==> config.mk <==
export PLATFORM = sky130hd
export DESIGN_NAME = task_lifecycle_priority_table
export DESIGN_NICKNAME = d
export VERILOG_FILES = /design/src/hdl/tlpt_pkg.sv /design/src/hdl/tlpt_ram.sv /design/src/hdl/tlpt_counts.sv /design/src/hdl/task_lifecycle_priority_table.sv
export SDC_FILE = /design/constraint.sdc
export NUM_CORES = 2
export LEC_CHECK = 0
export BUFFER_PORTS_ARGS = -buffer_cell sky130_fd_sc_hd__buf_4
export CAP_MARGIN = 0
export CELL_PAD_IN_SITES_DETAIL_PLACEMENT = 0
export CELL_PAD_IN_SITES_GLOBAL_PLACEMENT = 1
export CORE_UTILIZATION = 49
export CTS_CLUSTER_SIZE = 28
export DETAILED_ROUTE_END_ITERATION = 10
export PLACE_DENSITY = 0.75
export SLEW_MARGIN = 25
export SYNTH_ARGS = -nofsm -noshare
export SYNTH_HDL_FRONTEND = slang
export SYNTH_HIERARCHICAL = 1
export SYNTH_SLANG_ARGS = --single-unit
==> constraint.sdc <==
create_clock -name clk -period 11.3 [get_ports clk]
set_input_delay 2.26 -clock clk [delete_from_list [all_inputs] [get_ports clk]]
set_output_delay 2.26 -clock clk [all_outputs]
set_load 0.01 [all_outputs]
==> src/hdl/tlpt_pkg.sv <==
package tlpt_pkg;

  localparam logic [3:0] OP_ADD      = 4'd0;
  localparam logic [3:0] OP_REMOVE   = 4'd1;
  localparam logic [3:0] OP_ASSIGN   = 4'd2;
  localparam logic [3:0] OP_FINISH   = 4'd3;
  localparam logic [3:0] OP_FAIL     = 4'd4;
  localparam logic [3:0] OP_CANCEL   = 4'd5;
  localparam logic [3:0] OP_REASSIGN = 4'd6;
  localparam logic [3:0] OP_CLEAR    = 4'd7;
  localparam logic [3:0] OP_LOOKUP   = 4'd8;
  localparam logic [3:0] OP_NEXT     = 4'd9;

  localparam logic [2:0] ST_PENDING   = 3'd0;
  localparam logic [2:0] ST_EXECUTING = 3'd1;
  localparam logic [2:0] ST_COMPLETED = 3'd2;
  localparam logic [2:0] ST_FAILED    = 3'd3;
  localparam logic [2:0] ST_CANCELLED = 3'd4;

  localparam logic [2:0] ERR_NONE      = 3'd0;
  localparam logic [2:0] ERR_INVALID   = 3'd1;
  localparam logic [2:0] ERR_DUPLICATE = 3'd2;
  localparam logic [2:0] ERR_NOT_FOUND = 3'd3;
  localparam logic [2:0] ERR_STATE     = 3'd4;
  localparam logic [2:0] ERR_TERMINAL  = 3'd5;
  localparam logic [2:0] ERR_FULL      = 3'd6;

  localparam int          NUM_STATUS = 5;
  localparam logic [16:0] ROBOT_NONE = 17'h1FFFF;

  typedef logic [4:0] count_t;

  typedef struct packed {
    count_t total;
    count_t pending;
    count_t executing;
    count_t completed;
    count_t failed;
    count_t cancelled;
  } counts_t;

  typedef struct packed {
    logic       clear;
    logic       inc_en;
    logic [2:0] inc_st;
    logic       dec_en;
    logic [2:0] dec_st;
    logic       total_inc;
    logic       total_dec;
  } cnt_upd_t;

endpackage

==> src/hdl/tlpt_ram.sv <==
module tlpt_ram #(
  parameter int WIDTH = 8,
  parameter int DEPTH = 16
) (
  input  logic                     clk,
  input  logic                     we,
  input  logic [$clog2(DEPTH)-1:0] waddr,
  input  logic [WIDTH-1:0]         wdata,
  input  logic [$clog2(DEPTH)-1:0] raddr,
  output logic [WIDTH-1:0]         rdata
);

  logic [WIDTH-1:0] mem [DEPTH];

  always_ff @(posedge clk) begin
    if (we) begin
      mem[waddr] <= wdata;
    end
    rdata <= mem[raddr];
  end

endmodule

==> src/hdl/tlpt_counts.sv <==
module tlpt_counts (
  input  logic              clk,
  input  logic              rst,
  input  logic              en,
  input  tlpt_pkg::cnt_upd_t upd,
  output tlpt_pkg::counts_t counts_next
);

  tlpt_pkg::count_t st_cnt [tlpt_pkg::NUM_STATUS];
  tlpt_pkg::count_t st_cnt_next [tlpt_pkg::NUM_STATUS];
  tlpt_pkg::count_t total;
  tlpt_pkg::count_t total_next;

  always_comb begin
    for (int k = 0; k < tlpt_pkg::NUM_STATUS; k++) begin
      st_cnt_next[k] = st_cnt[k];
      if (en) begin
        if (upd.clear) begin
          st_cnt_next[k] = '0;
        end else begin
          if (upd.inc_en && upd.inc_st == 3'(k)) begin
            st_cnt_next[k] = st_cnt_next[k] + 5'd1;
          end
          if (upd.dec_en && upd.dec_st == 3'(k)) begin
            st_cnt_next[k] = st_cnt_next[k] - 5'd1;
          end
        end
      end
    end
    total_next = total;
    if (en) begin
      if (upd.clear) begin
        total_next = '0;
      end else if (upd.total_inc) begin
        total_next = total + 5'd1;
      end else if (upd.total_dec) begin
        total_next = total - 5'd1;
      end
    end
  end

  assign counts_next.total     = total_next;
  assign counts_next.pending   = st_cnt_next[0];
  assign counts_next.executing = st_cnt_next[1];
  assign counts_next.completed = st_cnt_next[2];
  assign counts_next.failed    = st_cnt_next[3];
  assign counts_next.cancelled = st_cnt_next[4];

  always_ff @(posedge clk) begin
    if (rst) begin
      total <= '0;
      for (int k = 0; k < tlpt_pkg::NUM_STATUS; k++) begin
        st_cnt[k] <= '0;
      end
    end else begin
      total <= total_next;
      for (int k = 0; k < tlpt_pkg::NUM_STATUS; k++) begin
        st_cnt[k] <= st_cnt_next[k];
      end
    end
  end

endmodule

==> src/hdl/task_lifecycle_priority_table.sv <==
// Channel  Dir  Signals                      Payload
// s_axis   in   s_tvalid s_tready s_tdata    96-bit command
// m_axis   out  m_tvalid m_tready m_tdata    88-bit result
//
// A command is taken, the scan then reads the slot memory once per slot, a further
// step drains the last read, and the apply step applies it.
// Commands are handled one at a time; the next is taken while a result waits.
// rst clears the valid bits, the status counters and the handshake state.
// A stalled result holds the apply step; nothing is written until it moves.
module task_lifecycle_priority_table #(
  parameter int TASK_SLOTS    = 16,
  parameter int PRIORITY_BITS = 8
) (
  input  logic        clk,
  input  logic        rst,
  input  logic        s_tvalid,
  output logic        s_tready,
  // operation[3:0] task_id[35:4] initial_status[38:36] priority_req[46:39]
  // create_time[78:47] robot_id[95:79]
  input  logic [95:0] s_tdata,
  output logic        m_tvalid,
  input  logic        m_tready,
  // ok[0] error_code[3:1] result_task_id[35:4] result_status[38:36]
  // result_robot[55:39] total_count[60:56] pending_count[65:61]
  // executing_count[70:66] completed_count[75:71] failed_count[80:76]
  // cancelled_count[85:81]
  output logic [87:0] m_tdata
);

  localparam int IW    = $clog2(TASK_SLOTS);
  localparam int ST_LO = 31;
  localparam int PR_LO = 34;
  localparam int CR_LO = PR_LO + PRIORITY_BITS;
  localparam int RB_LO = CR_LO + 32;
  localparam int W     = RB_LO + 17;

  typedef enum logic [1:0] {S_IDLE, S_SCAN, S_APPLY} state_t;

  state_t      state;
  logic [95:0] cmd;
  logic [IW:0] cnt;
  logic        pv;
  logic [IW-1:0] pidx;
  logic [TASK_SLOTS-1:0] used;

  logic          hit, free_found, best_found;
  logic [IW-1:0] hit_idx, free_idx, best_idx;
  logic [W-1:0]  hit_rec, best_rec;

  logic          we;
  logic [IW-1:0] waddr;
  logic [W-1:0]  wdata;
  logic [W-1:0]  rdata;

  logic [3:0]  c_op;
  logic [31:0] c_id;
  logic [2:0]  c_ist;
  logic [7:0]  c_pri;
  logic [31:0] c_time;
  logic [16:0] c_robot;

  assign c_op    = cmd[3:0];
  assign c_id    = cmd[35:4];
  assign c_ist   = cmd[38:36];
  assign c_pri   = cmd[46:39];
  assign c_time  = cmd[78:47];
  assign c_robot = cmd[95:79];

  tlpt_ram #(.WIDTH(W), .DEPTH(TASK_SLOTS)) u_ram (
    .clk  (clk),
    .we   (we),
    .waddr(waddr),
    .wdata(wdata),
    .raddr(cnt[IW-1:0]),
    .rdata(rdata)
  );

  logic [30:0]              r_id;
  logic [2:0]               r_st;
  logic [PRIORITY_BITS-1:0] r_pri, b_pri;
  logic [31:0]              r_cr, b_cr;
  logic [30:0]              b_id;
  logic                     r_match, r_pend, r_better;

  assign r_id  = rdata[30:0];
  assign r_st  = rdata[PR_LO-1:ST_LO];
  assign r_pri = rdata[CR_LO-1:PR_LO];
  assign r_cr  = rdata[RB_LO-1:CR_LO];
  assign b_id  = best_rec[30:0];
  assign b_pri = best_rec[CR_LO-1:PR_LO];
  assign b_cr  = best_rec[RB_LO-1:CR_LO];

  assign r_match  = pv && used[pidx] && !c_id[31] && r_id == c_id[30:0];
  assign r_pend   = pv && used[pidx] && r_st == tlpt_pkg::ST_PENDING;
  assign r_better = !best_found || r_pri > b_pri ||
                    (r_pri == b_pri && (r_cr < b_cr || (r_cr == b_cr && r_id < b_id)));

  logic [2:0]  h_st;
  logic [16:0] h_rob;
  assign h_st  = hit_rec[PR_LO-1:ST_LO];
  assign h_rob = hit_rec[W-1:RB_LO];

  logic go;
  assign go = (state == S_APPLY) && (!m_tvalid || m_tready);

  logic        ok;
  logic [2:0]  err, res_st, new_st;
  logic [31:0] rid;
  logic [16:0] res_rob, new_rob;
  logic        set_used, clr_used, clr_all, chg;
  tlpt_pkg::cnt_upd_t upd;
  tlpt_pkg::counts_t  counts_next;

  always_comb begin
    ok       = 1'b0;
    err      = tlpt_pkg::ERR_NONE;
    rid      = '1;
    res_st   = tlpt_pkg::ST_PENDING;
    res_rob  = tlpt_pkg::ROBOT_NONE;
    new_st   = h_st;
    new_rob  = h_rob;
    set_used = 1'b0;
    clr_used = 1'b0;
    clr_all  = 1'b0;
    chg      = 1'b0;
    upd      = '0;
    unique case (c_op)
      tlpt_pkg::OP_ADD: begin
        if (c_id[31]) begin
          err = tlpt_pkg::ERR_INVALID;
        end else if (hit) begin
          err = tlpt_pkg::ERR_DUPLICATE;
        end else if (c_ist > tlpt_pkg::ST_CANCELLED) begin
          err = tlpt_pkg::ERR_STATE;
        end else if (!free_found) begin
          err = tlpt_pkg::ERR_FULL;
        end else begin
          ok       = 1'b1;
          set_used = 1'b1;
          res_st   = c_ist;
          res_rob  = (c_ist == tlpt_pkg::ST_EXECUTING) ? c_robot : tlpt_pkg::ROBOT_NONE;
          upd.inc_en    = 1'b1;
          upd.inc_st    = c_ist;
          upd.total_inc = 1'b1;
        end
      end
      tlpt_pkg::OP_REMOVE, tlpt_pkg::OP_LOOKUP: begin
        if (!hit) begin
          err = tlpt_pkg::ERR_NOT_FOUND;
        end else begin
          ok      = 1'b1;
          res_st  = h_st;
          res_rob = h_rob;
          if (c_op == tlpt_pkg::OP_REMOVE) begin
            clr_used      = 1'b1;
            upd.dec_en    = 1'b1;
            upd.dec_st    = h_st;
            upd.total_dec = 1'b1;
          end
        end
      end
      tlpt_pkg::OP_ASSIGN, tlpt_pkg::OP_FINISH, tlpt_pkg::OP_FAIL,
      tlpt_pkg::OP_CANCEL, tlpt_pkg::OP_REASSIGN: begin
        if (!hit) begin
          err = tlpt_pkg::ERR_NOT_FOUND;
        end else begin
          res_st  = h_st;
          res_rob = h_rob;
          unique case (c_op)
            tlpt_pkg::OP_ASSIGN: begin
              if (h_st != tlpt_pkg::ST_PENDING) begin
                err = tlpt_pkg::ERR_STATE;
              end else begin
                chg     = 1'b1;
                new_st  = tlpt_pkg::ST_EXECUTING;
                new_rob = c_robot;
              end
            end
            tlpt_pkg::OP_FINISH: begin
              if (h_st != tlpt_pkg::ST_EXECUTING) begin
                err = tlpt_pkg::ERR_STATE;
              end else begin
                chg    = 1'b1;
                new_st = tlpt_pkg::ST_COMPLETED;
              end
            end
            default: begin
              if (h_st == tlpt_pkg::ST_COMPLETED || h_st == tlpt_pkg::ST_FAILED ||
                  h_st == tlpt_pkg::ST_CANCELLED) begin
                err = tlpt_pkg::ERR_TERMINAL;
              end else begin
                chg = 1'b1;
                if (c_op == tlpt_pkg::OP_FAIL) begin
                  new_st = tlpt_pkg::ST_FAILED;
                end else if (c_op == tlpt_pkg::OP_CANCEL) begin
                  new_st = tlpt_pkg::ST_CANCELLED;
                end else begin
                  new_st  = tlpt_pkg::ST_PENDING;
                  new_rob = tlpt_pkg::ROBOT_NONE;
                end
              end
            end
          endcase
          if (chg) begin
            ok         = 1'b1;
            res_st     = new_st;
            res_rob    = new_rob;
            upd.dec_en = 1'b1;
            upd.dec_st = h_st;
            upd.inc_en = 1'b1;
            upd.inc_st = new_st;
          end
        end
      end
      tlpt_pkg::OP_CLEAR: begin
        ok        = 1'b1;
        clr_all   = 1'b1;
        upd.clear = 1'b1;
      end
      tlpt_pkg::OP_NEXT: begin
        if (best_found) begin
          ok      = 1'b1;
          rid     = {1'b0, b_id};
          res_st  = best_rec[PR_LO-1:ST_LO];
          res_rob = best_rec[W-1:RB_LO];
        end else begin
          err = tlpt_pkg::ERR_NOT_FOUND;
        end
      end
      default: begin
      end
    endcase
  end

  always_comb begin
    we    = go && (set_used || chg);
    waddr = set_used ? free_idx : hit_idx;
    if (set_used) begin
      wdata = {res_rob, c_time, PRIORITY_BITS'(c_pri), c_ist, c_id[30:0]};
    end else begin
      wdata = {new_rob, hit_rec[RB_LO-1:PR_LO], new_st, hit_rec[30:0]};
    end
  end

  tlpt_counts u_counts (
    .clk        (clk),
    .rst        (rst),
    .en         (go),
    .upd        (upd),
    .counts_next(counts_next)
  );

  assign s_tready = (state == S_IDLE);

  always_ff @(posedge clk) begin
    if (rst) begin
      state    <= S_IDLE;
      m_tvalid <= 1'b0;
      used     <= '0;
      pv       <= 1'b0;
      cnt      <= '0;
    end else begin
      if (m_tvalid && m_tready && !go) begin
        m_tvalid <= 1'b0;
      end
      unique case (state)
        S_IDLE: begin
          if (s_tvalid) begin
            cmd        <= s_tdata;
            cnt        <= '0;
            pv         <= 1'b0;
            hit        <= 1'b0;
            free_found <= 1'b0;
            best_found <= 1'b0;
            state      <= S_SCAN;
          end
        end
        S_SCAN: begin
          if (cnt == (IW + 1)'(TASK_SLOTS)) begin
            pv    <= 1'b0;
            state <= S_APPLY;
          end else begin
            pv   <= 1'b1;
            pidx <= cnt[IW-1:0];
            cnt  <= cnt + 1'b1;
          end
          if (r_match) begin
            hit     <= 1'b1;
            hit_idx <= pidx;
            hit_rec <= rdata;
          end
          if (pv && !used[pidx] && !free_found) begin
            free_found <= 1'b1;
            free_idx   <= pidx;
          end
          if (r_pend && r_better) begin
            best_found <= 1'b1;
            best_idx   <= pidx;
            best_rec   <= rdata;
          end
        end
        S_APPLY: begin
          if (go) begin
            if (clr_all) begin
              used <= '0;
            end else if (set_used) begin
              used[free_idx] <= 1'b1;
            end else if (clr_used) begin
              used[hit_idx] <= 1'b0;
            end
            m_tvalid <= 1'b1;
            m_tdata  <= {2'b00, counts_next.cancelled, counts_next.failed,
                         counts_next.completed, counts_next.executing,
                         counts_next.pending, counts_next.total,
                         res_rob, res_st, rid, err, ok};
            state    <= S_IDLE;
          end
        end
        default: state <= S_IDLE;
      endcase
    end
  end

`ifndef SYNTHESIS
  a_apply_done: assert property (@(posedge clk) disable iff (rst)
    go |=> state == S_IDLE && m_tvalid)
    else $error("apply step did not complete");
  a_hit_used: assert property (@(posedge clk) disable iff (rst)
    (state == S_APPLY && hit) |-> used[hit_idx])
    else $error("matched slot not in use");
  a_free_unused: assert property (@(posedge clk) disable iff (rst)
    (state == S_APPLY && free_found) |-> !used[free_idx])
    else $error("free slot in use");
  a_best_used: assert property (@(posedge clk) disable iff (rst)
    (state == S_APPLY && best_found) |-> used[best_idx])
    else $error("pending choice not in use");
`endif

endmodule

==> flow_summary.ini <==
[run_status]
status = finished, final reports clean

[hold_path]
hold_start = u_ram/rdata[78]
hold_path.class = flop to flop
whs_endpoint = best_rec[78]
hold-path-cell-count = 0

[worst_setup_path]
reg2reg_from = cmd[1]
cp.required_ps = 11710
endpoint_kind = flop
cp.arrival_ps = 6450
ff2ff_path_depth = 10
cp_max_fo = 61
reg2reg_to = u_ram/mem[10][13]
ff2ff_setup_slack_ps = 5260
startpoint_type = flop
worst-setup-path-type = flop to flop

[clock_network]
cts_made_buffers = 197
clk_pin_slew_ps = 60
htreeDepth = 4
cts_tree = built
root_buffer = clkbuf_16
clkLatencyLatePin_ps = 860
post_cts_buffers = 0
clock_path_buffers = 3
cts.sinks = 1981
hold_buffers = 0
cts_resized = 0

[cells_and_area]
design_area_mm2 = 0.0873
drive_above_1_share_pct = 22.4
layout_common_cells = edfxtp_1 (1,835), nand2_1 (455), mux4_2 (369), buf_4 (259), clkbuf_16 (198)
antenna_cells = 0
layout_commonest_cell = edfxtp_1
area_delta_synth_final_pct = 13.4
fin_cells = 6621
nets = 4573

[sta]
max_slew.worst_pin.slew_ps = 1080
max_freq_mhz = 165
max_slew_margin_pct = 28.1
post-route-period-util_pct = 53.5
maxSlewViolCount = 0
final.setup.tns_ps = 0
setup_viol = 0
grt_setup_unrepaired = false
hold_viol = 0
fin_skew_ps = 72.7
fin_crit_ps = 6040
setup_ws_ps = 5260

[placement]
dp_hpwl_um = 106000
place_inst = 6247
place_area_mm2 = 0.0807
globalplace.congestion = 0.804
place.port_buffers = 187
pre_cts_ws_ps = 5330

[die]
die_w_um = 398
num_rows = 145
fp.dieH_um = 398
start_util_pct = 49.3
die-area_mm2 = 0.159
core_area_mm2 = 0.156
io_pins = 190

[global_routing]
grt_max_degree = 149
grt_pass1_wl_um = 264000
first_global_vias = 39002
grt_usage_pct = 22.9
overflow = 0
antenna_found_initial = 3

[route]
routedWlPerCell_um = 27.2
drt_iter0_drc = 4177
route.detailed.drc = 0
drt_wl_total_um = 180000
vias_per_cell = 5.91
first_pass_iters = 5
postRouteAntennaNets = 0
vias = 39150

[power_and_ir_drop]
intPower_mw = 11.9
clockPowerShare_pct = 43.6
ir_drop_uv = 158
p_total_mw = 14.9
comb_power_share_pct = 2.7
power_density_mw_per_mm2 = 171
p_seq_share_pct = 53.7
p_leak_nw = 28.0
p_switching_mw = 3.05
p_sw_share_pct = 20.4

[synthesis]
synth-async-reset-ratio_pct = 0
synth_seq_cells = 1981
yosysWarnings = 6
synthesis.area_mm2 = 0.0770
syn_area_per_cell_um2 = 18.6
synth-edff-count = 1835
synthDistinctLibCells = 94
synth_cells = 4135
ys.flop_type = edfxtp_1
ys_seq_area_share_pct = 75.3

[job]
drv_cap = 0
## layer usage
layer  global-route usage, %  wire, µm  vias to the layer above
li1                        -         -                    17022
met1                    33.3     76800                    20317
met2                    35.2     84900                     1599
met3                    4.65     14400                      212
met4                    6.23      3840                        0
met5                       0         0                        -
## power by group through the flow
stage                     logic [mW]  registers [mW]  clock network, mW
after floorplan                0.310            8.13                  0
after global placement         0.403            8.17                  0
after detailed placement       0.406            8.17                  0
after CTS                      0.408            8.01               6.61
after global routing           0.436            8.01               6.89
final                          0.403            8.01               6.49
## cell families after synthesis
| group | share of synthesized area (%) |
|---|---|
| flops | 75.3 |
| buf+inv | 1.97 |
| other cells | 0.00487 |
| mux | 11.1 |
| compound gates | 4.83 |
| simple gates | 4.63 |
| xor+xnor | 0.794 |
| fa+ha+maj | 1.36 |
## critical path, cell delays in order (launching register included)
cell,delay [ps]
edfxtp_1,570
nor4_4,320
buf_4,300
nand4b_4,590
inv_6,700
nor2_1,160
nor2_1,410
nand3b_1,380
nor2_4,750
buf_4,500
buf_4,820
## layout make-up
class	count	area, µm²
multi-input combinational	1843	17700
timing repair buffer	267	2060
sequential	1981	58000
fill	11660	68900
tap	2058	2570
clock buffer	273	5420
clock inverter	100	1140
inverter	99	382
## how the worst max path moves through the flow
| stage | depth (start not counted) | to | startpoint | slack (ps) |
|---|---|---|---|---|
| after detailed placement | 10 | u_ram/mem[10][54] | cmd[1] | 5330 |
| after global placement | 7 | u_ram/mem[1][64] | m_tready | 5340 |
| after global routing | 10 | u_ram/mem[14][28] | cmd[1] | 4960 |
| after CTS | 10 | u_ram/mem[9][28] | cmd[1] | 5230 |
| after floorplan | 5 | u_ram/mem[0][0] | m_tready | 1380 |
| final | 10 | u_ram/mem[10][13] | cmd[1] | 5260 |
## per-stage QoR
| step | utilization (%) | hold WS [ps] |
|---|---|---|
| global placement | 51.6 | 411 |
| detailed placement | 51.7 | 412 |
| global route | 55.9 | 425 |
| floorplan | - | 404 |
| CTS | 55.9 | 419 |
| finish | 55.9 | 420 |
## cell usage after synthesis (26+ instances only)
cell type	n	area share (%)
edfxtp_1	1835	72
inv_1	97	0.47
ha_1	84	1.4
buf_2	43	0.28
buf_6	26	0.38
mux4_2	369	11
xnor2_1	46	0.52
nand4_1	34	0.28
a22oi_1	183	1.8
nor2_1	70	0.34
clkbuf_1	96	0.47
dfxtp_1	146	3.8
o21ai_0	94	0.61
nor2b_1	34	0.28
nand2b_1	31	0.25
a21oi_1	102	0.66
nor3_1	34	0.22
nand2_1	455	2.2
## state kept, by name, indices dropped and copies added, names as in the netlist
name / count
hit: 1
u_counts/total: 5
free_idx: 4
hit_idx: 4
state: 2
free_found: 1
best_rec: 91
pv: 1
used: 16
u_ram/mem: 1456
m_tdata: 86
cnt: 5
m_tvalid: 1
pidx: 4
u_counts/st_cnt: 25
hit_rec: 91
u_ram/rdata: 91
best_found: 1
cmd: 96
Power figures use the tool's default switching activity.
